## src/sv/scd_pkg.sv

```systemverilog
package scd_pkg;

    localparam int unsigned SecW   = 32;
    localparam int unsigned DaysW  = 16;
    localparam int unsigned RemW   = 17;
    localparam int unsigned YearW  = 8;
    localparam int unsigned MonW   = 4;
    localparam int unsigned DayW   = 5;
    localparam int unsigned HourW  = 5;
    localparam int unsigned MinW   = 6;
    localparam int unsigned SecFW  = 6;
    localparam int unsigned DoyW   = 9;

    localparam int unsigned SecPerDay  = 86400;
    localparam int unsigned SecPerHour = 3600;
    localparam int unsigned SecPerMin  = 60;
    localparam int unsigned DaysQuad   = 1461;
    localparam int unsigned DaysLeap   = 366;
    localparam int unsigned DaysCommon = 365;

    // 2100-03-01 as a day count; from here on a fake Feb 29 2100 is inserted
    // so every fourth year counts as leap
    localparam logic [DaysW-1:0] Skip2100 = 16'd36584;

    // reciprocals: q = (x * M) >> S, exact over the operand range
    localparam logic [25:0] RecipDay  = 26'd50903317;  // x / 675, x < 2^25
    localparam int unsigned ShDay     = 35;
    localparam logic [13:0] RecipHour = 14'd9321;      // x / 225, x < 2^13
    localparam int unsigned ShHour    = 21;
    localparam logic [10:0] RecipMin  = 11'd1093;      // x / 15, x < 2^10
    localparam int unsigned ShMin     = 14;
    localparam logic [16:0] RecipQuad = 17'd91868;     // x / 1461, x < 2^16
    localparam int unsigned ShQuad    = 27;

    localparam int unsigned Latency = 7;

    // first day of month within the year
    function automatic logic [DoyW-1:0] month_start(input logic leap, input logic [MonW-1:0] m);
        logic [DoyW-1:0] s;
        case (m)
            4'd0:    s = 9'd0;
            4'd1:    s = 9'd31;
            4'd2:    s = 9'd59;
            4'd3:    s = 9'd90;
            4'd4:    s = 9'd120;
            4'd5:    s = 9'd151;
            4'd6:    s = 9'd181;
            4'd7:    s = 9'd212;
            4'd8:    s = 9'd243;
            4'd9:    s = 9'd273;
            4'd10:   s = 9'd304;
            4'd11:   s = 9'd334;
            default: s = 9'd0;
        endcase
        if (leap && (m >= 4'd2)) begin
            s = s + 9'd1;
        end
        return s;
    endfunction

endpackage

```

## src/sv/scd_split.sv

```systemverilog
// stages 1-2: day count and second of day
module scd_split (
    input  logic                        i_clk,
    input  logic [scd_pkg::SecW-1:0]    i_seconds_count,
    output logic [scd_pkg::RemW-1:0]    o_rem,
    output logic [scd_pkg::DaysW-1:0]   o_days_adj
);
    logic [scd_pkg::SecW-1:0]  r_t;
    logic [scd_pkg::DaysW-1:0] r_days;
    logic [scd_pkg::DaysW-1:0] n_days;
    logic [50:0]               w_pd;
    logic [32:0]               w_back;
    logic [scd_pkg::SecW-1:0]  w_rem;

    // t / 86400 == (t >> 7) / 675
    assign w_pd   = {26'd0, i_seconds_count[31:7]} * {25'd0, scd_pkg::RecipDay};
    assign n_days = w_pd[50:scd_pkg::ShDay];

    always_ff @(posedge i_clk) begin
        r_t    <= i_seconds_count;
        r_days <= n_days;
    end

    assign w_back = {17'd0, r_days} * 33'(scd_pkg::SecPerDay);
    assign w_rem  = r_t - w_back[31:0];

    always_ff @(posedge i_clk) begin
        o_rem      <= w_rem[scd_pkg::RemW-1:0];
        o_days_adj <= (r_days >= scd_pkg::Skip2100) ? r_days + 16'd1 : r_days;
    end
endmodule

```

## src/sv/scd_tod.sv

```systemverilog
// stages 3-7: hour, minute, second from the second of day
module scd_tod (
    input  logic                        i_clk,
    input  logic [scd_pkg::RemW-1:0]    i_rem,
    output logic [scd_pkg::HourW-1:0]   o_hour,
    output logic [scd_pkg::MinW-1:0]    o_minute,
    output logic [scd_pkg::SecFW-1:0]   o_second
);
    logic [scd_pkg::RemW-1:0]  r_rem3;
    logic [scd_pkg::HourW-1:0] r_hour3, r_hour4, r_hour5, r_hour6;
    logic [11:0]               r_rem4, r_rem5;
    logic [scd_pkg::MinW-1:0]  r_min5, r_min6;
    logic [scd_pkg::SecFW-1:0] r_sec6;
    logic [26:0]               w_ph;
    logic [16:0]               w_hb;
    logic [20:0]               w_pm;
    logic [11:0]               w_mb;

    // rem / 3600 == (rem >> 4) / 225
    assign w_ph = {14'd0, i_rem[16:4]} * {13'd0, scd_pkg::RecipHour};
    always_ff @(posedge i_clk) begin
        r_rem3  <= i_rem;
        r_hour3 <= w_ph[25:scd_pkg::ShHour];
    end

    assign w_hb = {12'd0, r_hour3} * 17'(scd_pkg::SecPerHour);
    always_ff @(posedge i_clk) begin
        r_rem4  <= 12'(r_rem3 - w_hb);
        r_hour4 <= r_hour3;
    end

    // rem / 60 == (rem >> 2) / 15
    assign w_pm = {11'd0, r_rem4[11:2]} * {10'd0, scd_pkg::RecipMin};
    always_ff @(posedge i_clk) begin
        r_rem5  <= r_rem4;
        r_min5  <= w_pm[19:scd_pkg::ShMin];
        r_hour5 <= r_hour4;
    end

    assign w_mb = {6'd0, r_min5} * 12'(scd_pkg::SecPerMin);
    always_ff @(posedge i_clk) begin
        r_sec6  <= 6'(r_rem5 - w_mb);
        r_min6  <= r_min5;
        r_hour6 <= r_hour5;
    end

    always_ff @(posedge i_clk) begin
        o_hour   <= r_hour6;
        o_minute <= r_min6;
        o_second <= r_sec6;
    end
endmodule

```

## src/sv/scd_date.sv

```systemverilog
// stages 3-7: year, month, day from the adjusted day count
module scd_date (
    input  logic                        i_clk,
    input  logic [scd_pkg::DaysW-1:0]   i_days_adj,
    output logic [scd_pkg::YearW-1:0]   o_year,
    output logic [scd_pkg::MonW-1:0]    o_month,
    output logic [scd_pkg::DayW-1:0]    o_day
);
    logic [scd_pkg::DaysW-1:0] r_dp3;
    logic [5:0]                r_q3, r_q4, r_q5;
    logic [10:0]               r_r4;
    logic [1:0]                r_yin5;
    logic [scd_pkg::DoyW-1:0]  r_doy5, r_doy6;
    logic [scd_pkg::YearW-1:0] r_year6;
    logic                      r_leap6;
    logic [scd_pkg::MonW-1:0]  r_mon6;
    logic                      r_leap5;
    logic [32:0]               w_pq;
    logic [16:0]               w_qb;
    logic [10:0]               w_s;
    logic [1:0]                n_yin;
    logic [10:0]               n_doy;
    logic [scd_pkg::MonW-1:0]  n_mon;

    assign w_pq = {17'd0, i_days_adj} * {16'd0, scd_pkg::RecipQuad};
    always_ff @(posedge i_clk) begin
        r_dp3 <= i_days_adj;
        r_q3  <= w_pq[32:scd_pkg::ShQuad];
    end

    assign w_qb = {11'd0, r_q3} * 17'(scd_pkg::DaysQuad);
    always_ff @(posedge i_clk) begin
        r_r4 <= 11'(r_dp3 - w_qb[15:0]);
        r_q4 <= r_q3;
    end

    // first year of each four-year group has 366 days
    assign w_s = r_r4 - 11'(scd_pkg::DaysLeap);
    always_comb begin
        if (r_r4 < 11'(scd_pkg::DaysLeap)) begin
            n_yin = 2'd0;
            n_doy = r_r4;
        end else if (w_s < 11'(scd_pkg::DaysCommon)) begin
            n_yin = 2'd1;
            n_doy = w_s;
        end else if (w_s < 11'(2 * scd_pkg::DaysCommon)) begin
            n_yin = 2'd2;
            n_doy = w_s - 11'(scd_pkg::DaysCommon);
        end else begin
            n_yin = 2'd3;
            n_doy = w_s - 11'(2 * scd_pkg::DaysCommon);
        end
    end

    always_ff @(posedge i_clk) begin
        r_q5    <= r_q4;
        r_yin5  <= n_yin;
        r_doy5  <= n_doy[scd_pkg::DoyW-1:0];
        r_leap5 <= (n_yin == 2'd0);
    end

    always_comb begin
        n_mon = '0;
        for (int k = 1; k < 12; k++) begin
            if (r_doy5 >= scd_pkg::month_start(r_leap5, 4'(k))) begin
                n_mon = 4'(k);
            end
        end
    end

    always_ff @(posedge i_clk) begin
        r_year6 <= {r_q5, r_yin5};
        r_mon6  <= n_mon;
        r_doy6  <= r_doy5;
        r_leap6 <= r_leap5;
    end

    always_ff @(posedge i_clk) begin
        o_year  <= r_year6;
        o_month <= r_mon6;
        o_day   <= 5'(r_doy6 - scd_pkg::month_start(r_leap6, r_mon6));
    end
endmodule

```

## src/sv/seconds_to_calendar_date_top.sv

```systemverilog
// Channel   Direction  Handshake              Payload
// command   in         i_start, o_busy        i_seconds_count
// result    out        o_valid (one cycle)    o_year_offset .. o_second_of_minute
//
// Seven register stages lie between a start beat and its result.
// A new beat may enter every cycle; o_busy is never raised.
// Depth is set by the constant multiplies: at most one sits in any stage's path.
// Reset (synchronous, active low) clears only the valid chain.
// The receiver cannot stall: each result is shown for exactly one cycle.
module seconds_to_calendar_date_top (
    input  logic                        i_clk,
    input  logic                        i_rst_n,
    input  logic                        i_start,
    output logic                        o_busy,
    input  logic [scd_pkg::SecW-1:0]    i_seconds_count,
    output logic                        o_valid,
    output logic [scd_pkg::YearW-1:0]   o_year_offset,
    output logic [scd_pkg::MonW-1:0]    o_month_index,
    output logic [scd_pkg::DayW-1:0]    o_day_index,
    output logic [scd_pkg::HourW-1:0]   o_hour_of_day,
    output logic [scd_pkg::MinW-1:0]    o_minute_of_hour,
    output logic [scd_pkg::SecFW-1:0]   o_second_of_minute
);
    logic [scd_pkg::Latency-1:0] r_vld;
    logic [scd_pkg::Latency-1:0] n_vld;
    logic [scd_pkg::RemW-1:0]    w_rem;
    logic [scd_pkg::DaysW-1:0]   w_days_adj;

    assign o_busy = 1'b0;

    // valid bits travel alongside the payload stages
    assign n_vld = {r_vld[scd_pkg::Latency-2:0], i_start & ~o_busy};
    always_ff @(posedge i_clk) begin
        if (!i_rst_n) begin
            r_vld <= '0;
        end else begin
            r_vld <= n_vld;
        end
    end
    assign o_valid = r_vld[scd_pkg::Latency-1];

    scd_split u_split (
        .i_clk           (i_clk),
        .i_seconds_count (i_seconds_count),
        .o_rem           (w_rem),
        .o_days_adj      (w_days_adj)
    );

    scd_tod u_tod (
        .i_clk    (i_clk),
        .i_rem    (w_rem),
        .o_hour   (o_hour_of_day),
        .o_minute (o_minute_of_hour),
        .o_second (o_second_of_minute)
    );

    scd_date u_date (
        .i_clk      (i_clk),
        .i_days_adj (w_days_adj),
        .o_year     (o_year_offset),
        .o_month    (o_month_index),
        .o_day      (o_day_index)
    );

`ifndef SYNTHESIS
    a_latency: assert property (@(posedge i_clk) disable iff (!i_rst_n)
        o_valid |-> $past(i_start, 7))
        else $error("result without start beat");
    a_date_range: assert property (@(posedge i_clk) disable iff (!i_rst_n)
        o_valid |-> (o_year_offset <= 8'd136 && o_month_index <= 4'd11 && o_day_index <= 5'd30))
        else $error("date out of range");
    a_time_range: assert property (@(posedge i_clk) disable iff (!i_rst_n)
        o_valid |-> (o_hour_of_day <= 5'd23 && o_minute_of_hour <= 6'd59
                     && o_second_of_minute <= 6'd59))
        else $error("time out of range");
`endif
endmodule
```

## config.mk

```make
export PLATFORM = sky130hd
export DESIGN_NAME = seconds_to_calendar_date_top
export DESIGN_NICKNAME = d
export VERILOG_FILES = /design/src/sv/scd_pkg.sv /design/src/sv/scd_split.sv /design/src/sv/scd_tod.sv /design/src/sv/scd_date.sv /design/src/sv/seconds_to_calendar_date_top.sv
export SDC_FILE = /design/constraint.sdc
export NUM_CORES = 1
export LEC_CHECK = 0
export ABC_AREA = 1
export BUFFER_PORTS_ARGS = -buffer_cell sky130_fd_sc_hd__buf_2
export CELL_PAD_IN_SITES_DETAIL_PLACEMENT = 1
export CELL_PAD_IN_SITES_GLOBAL_PLACEMENT = 2
export CORE_MARGIN = 5
export CORE_UTILIZATION = 44
export CTS_BUF_LIST = sky130_fd_sc_hd__clkbuf_4 sky130_fd_sc_hd__clkbuf_8
export CTS_CLUSTER_DIAMETER = 150
export CTS_CLUSTER_SIZE = 20
export DETAILED_ROUTE_END_ITERATION = 10
export PLACE_DENSITY = 0.95
export RECOVER_POWER = 50
export SLEW_MARGIN = 15
export SYNTH_ARGS = -nofsm -noshare
export SYNTH_HDL_FRONTEND = slang
export SYNTH_HIERARCHICAL = 1
export SYNTH_SLANG_ARGS = --single-unit
export TNS_END_PERCENT = 50
```

## constraint.sdc

```tcl
create_clock -name i_clk -period 16.4 [get_ports i_clk]
set_clock_uncertainty 0.1 [all_clocks]
set_input_delay 3.28 -clock i_clk [delete_from_list [all_inputs] [get_ports i_clk]]
set_output_delay 3.28 -clock i_clk [all_outputs]
set_load 0.02 [all_outputs]
```

==> metrics.md <==
| Metric | Value |
|---|---|
| Final nets | `4807` |
| Critical Path Most Common Cell | `fa_1` |
| Top Ports | `71` |
| Initial antenna violation count | `3` |
| First-pass GRT wire length | `133000 um` |
| Hpwl dp | `71400 um` |
| CTS root buf | `clkbuf_8` |
| Clk sink count | `245` |
| Drt via density | `4.86` |
| Status | `completed` |
| Die height | `273 um` |
| Setup_tns | `0 ns` |
| Relative slew slack | `0.301` |
| Pin count of the biggest net entering global routing | `21` |
| Die width | `273 um` |
| First DRT Iteration DRCs | `905` |
| # Post-CTS Setup Buffers | `0` |
| Clk_lat worst skew | `0.60 ns` |
| Ant diodes | `0` |
| CP cell instances | `buf_2, ha_1, inv_1, fa_1, fa_1, inv_1, fa_1, inv_1, fa_1, fa_1, fa_1, inv_1, ha_1, nand2_1, nor2_1, inv_1, nor2_1, nand2_1, nor2_1, nand2_1, nand4_1, nand2_1` |
| # hold bufs at CTS | `0` |
| EDFF count, synth | `0` |
| Count of cell types in the netlist | `52` |
| Core footprint | `0.0686 mm2` |
| Slowest stage delay, CP | `0.62 ns` |
| Yosys reg bits | `245` |
| Period minus WS final | `8.29 ns` |
| Cell taking the most area after synthesis | `ha_1` |
| Count of final setup violators | `0` |
| Prevailing post-synth register cell | `dfxtp_1` |
| Starting Density | `0.443` |
| P&R area growth vs syn | `5.63%` |
| Area contributors post-synth | `ha_1, fa_1, dfxtp_1` |
| Avg Synthesized Cell Area | `8.17 um2` |
| Worst-path clk slew | `0.14 ns` |
| CTS-repair resized insts | `0` |
| Gpl congestion | `0.898` |
| Port bufs | `69` |
| Routed WL | `80900 um` |
| Setup CP Type | `input pin to flop` |
| Share of layout cells above drive strength 1 | `0.0405` |
| Die ar. | `0.0745 mm2` |
| Post-synth ARST share | `0` |
| CP max stage cell | `fa_1` |
| First-pass detailed-route iteration total | `5` |
| Maxcap violations | `0` |
| Final-report max-slew violation count | `0` |
| Startpoint Class | `input pin` |
| Yosys warning count | `6` |
| Row count | `96` |
| Synthesized net count | `4726` |
| Final worst-path cycle share | `0.506` |
| Synthesized instance count | `3721` |
| H-tree Lvls | `1` |
| Crit path max fanout | `12` |
| Synth top area share | `0.259` |
| Synth Cell Area | `0.0304 mm2` |
| Drt wl/cell | `17.1 um` |
| DRC | `0` |
| Fillers | `8385` |
| Post-synthesis sequential area ratio | `0.161` |
| Vias in the first global route | `25900` |
| Max frequency | `0.121 GHz` |
| Grt total ovfl | `0` |
| Crit path capture type | `flop` |
| Cell with the most instances after synthesis | `inv_1` |
| GRT Util Overall | `0.222` |
| Detailed-route via count | `23000` |
| Tightest Pin Transition | `1.04 ns` |
| Final hold violation count | `0` |
| CTS max path bufs | `3` |
| Final antenna-violating net count | `0` |
| Top post-synthesis cells by count | `inv_1, nand2_1, ha_1` |
| Worst EP arrival | `8.71 ns` |
| CTS buffer count | `16` |
| CTS tree | `done` |
| RSZ-0062 raised after global routing | `false` |
| Hold Crit Class | `flop to flop` |
| Required time worst endpoint | `16.81 ns` |
## critical path, delay by kind of cell
family	cells	cell delay, ns
fa+ha+maj	8	3.73
buf+inv	6	0.64
simple gates	8	1.04
## routing by layer
layer | wire length [um] | track usage | up-vias
li1 | - | - | 11400
met1 | 35800 | 0.284 | 11200
met2 | 40500 | 0.411 | 306
met3 | 2830 | 0.0190 | 89
met4 | 1660 | 0.0428 | 0
met5 | 0 | 0 | -
## cell usage in the layout (no fill, tap or decap), types with 55 or more instances in the layout
master   synthesis  routed
nor2_1         190     190
xor2_1          63      63
ha_1           629     629
nand3_1        119     119
o21ai_0         54      55
a21oi_1        113     113
dfxtp_1        245     245
inv_1         1010    1010
buf_2            1      69
nand2_1        717     719
fa_1           341     341
## final timing paths
kind                     startpoint            endpoint  slack [ns]  cells after the start
max             i_seconds_count[16]  u_split/r_days[14]        8.11                     22
min                 u_tod/r_sec6[1]   u_tod/o_second[1]        0.23                      0
max reg2reg  u_split/o_days_adj[11]      u_date/r_q3[3]       10.61                     19
min reg2reg         u_tod/r_sec6[1]   u_tod/o_second[1]        0.23                      0
## area by class of cell
| class | count | area, um2 | area share |
|---|---|---|---|
| flip-flops and latches | 245 | 4900 | 0.153 |
| clock inverters | 2 | 25.0 | 0.000779 |
| well taps | 931 | 1160 | 0.0363 |
| clock buffers | 17 | 228 | 0.00709 |
| inverters | 1035 | 3890 | 0.121 |
| repair buffers | 70 | 353 | 0.0110 |
| multi-input cells | 2434 | 21500 | 0.671 |
## metrics by stage
stage | setup slack (ns) | hold slack, ns | util | area, um2 | instances
2_1_floorplan | 8.19 | 0.210 | - | 30400 | 3721
3_3_place_gp | 7.56 | 0.211 | 0.465 | 31900 | 4715
3_5_place_dp | 7.45 | 0.213 | 0.465 | 31900 | 4715
4_1_cts | 8.14 | 0.233 | 0.468 | 32100 | 4734
5_1_grt | 7.84 | 0.235 | 0.468 | 32100 | 4734
6_report | 8.11 | 0.231 | 0.468 | 32100 | 4734
## flip-flops by register name, summed over array words and instances (netlist names), 6 cells and up
register / count
u_date/r_dp3: 11
u_date/r_q5: 6
u_date/r_year6: 8
u_tod/r_rem3: 12
u_date/r_r4: 11
u_tod/r_rem4: 12
u_split/r_t: 17
u_split/o_rem: 17
u_split/r_days: 16
u_tod/o_second: 6
u_tod/r_rem5: 6
u_tod/r_sec6: 6
u_split/o_days_adj: 16
u_date/r_q3: 6
u_tod/o_minute: 6
u_date/o_year: 8
u_date/r_q4: 6
u_date/r_doy5: 9
r_vld: 7
u_tod/r_min6: 6
u_tod/r_min5: 6
## cell families (layout without fill, tap and decap cells)
family | Yosys count | count (layout) | share of synthesized area
AO/OA/AOI/OAI | 231 | 231 | 0.0426
adder cells (fa/ha/maj) | 970 | 970 | 0.483
XOR/XNOR | 95 | 95 | 0.0274
buffers and inverters | 1042 | 1124 | 0.130
other | 1 | 1 | 0.000123
flip-flops | 245 | 245 | 0.161
AND/OR/NAND/NOR | 1137 | 1137 | 0.155
Power is not shown: default switching activity piles up to over one toggle a cycle in this logic, so the estimate is an artifact.
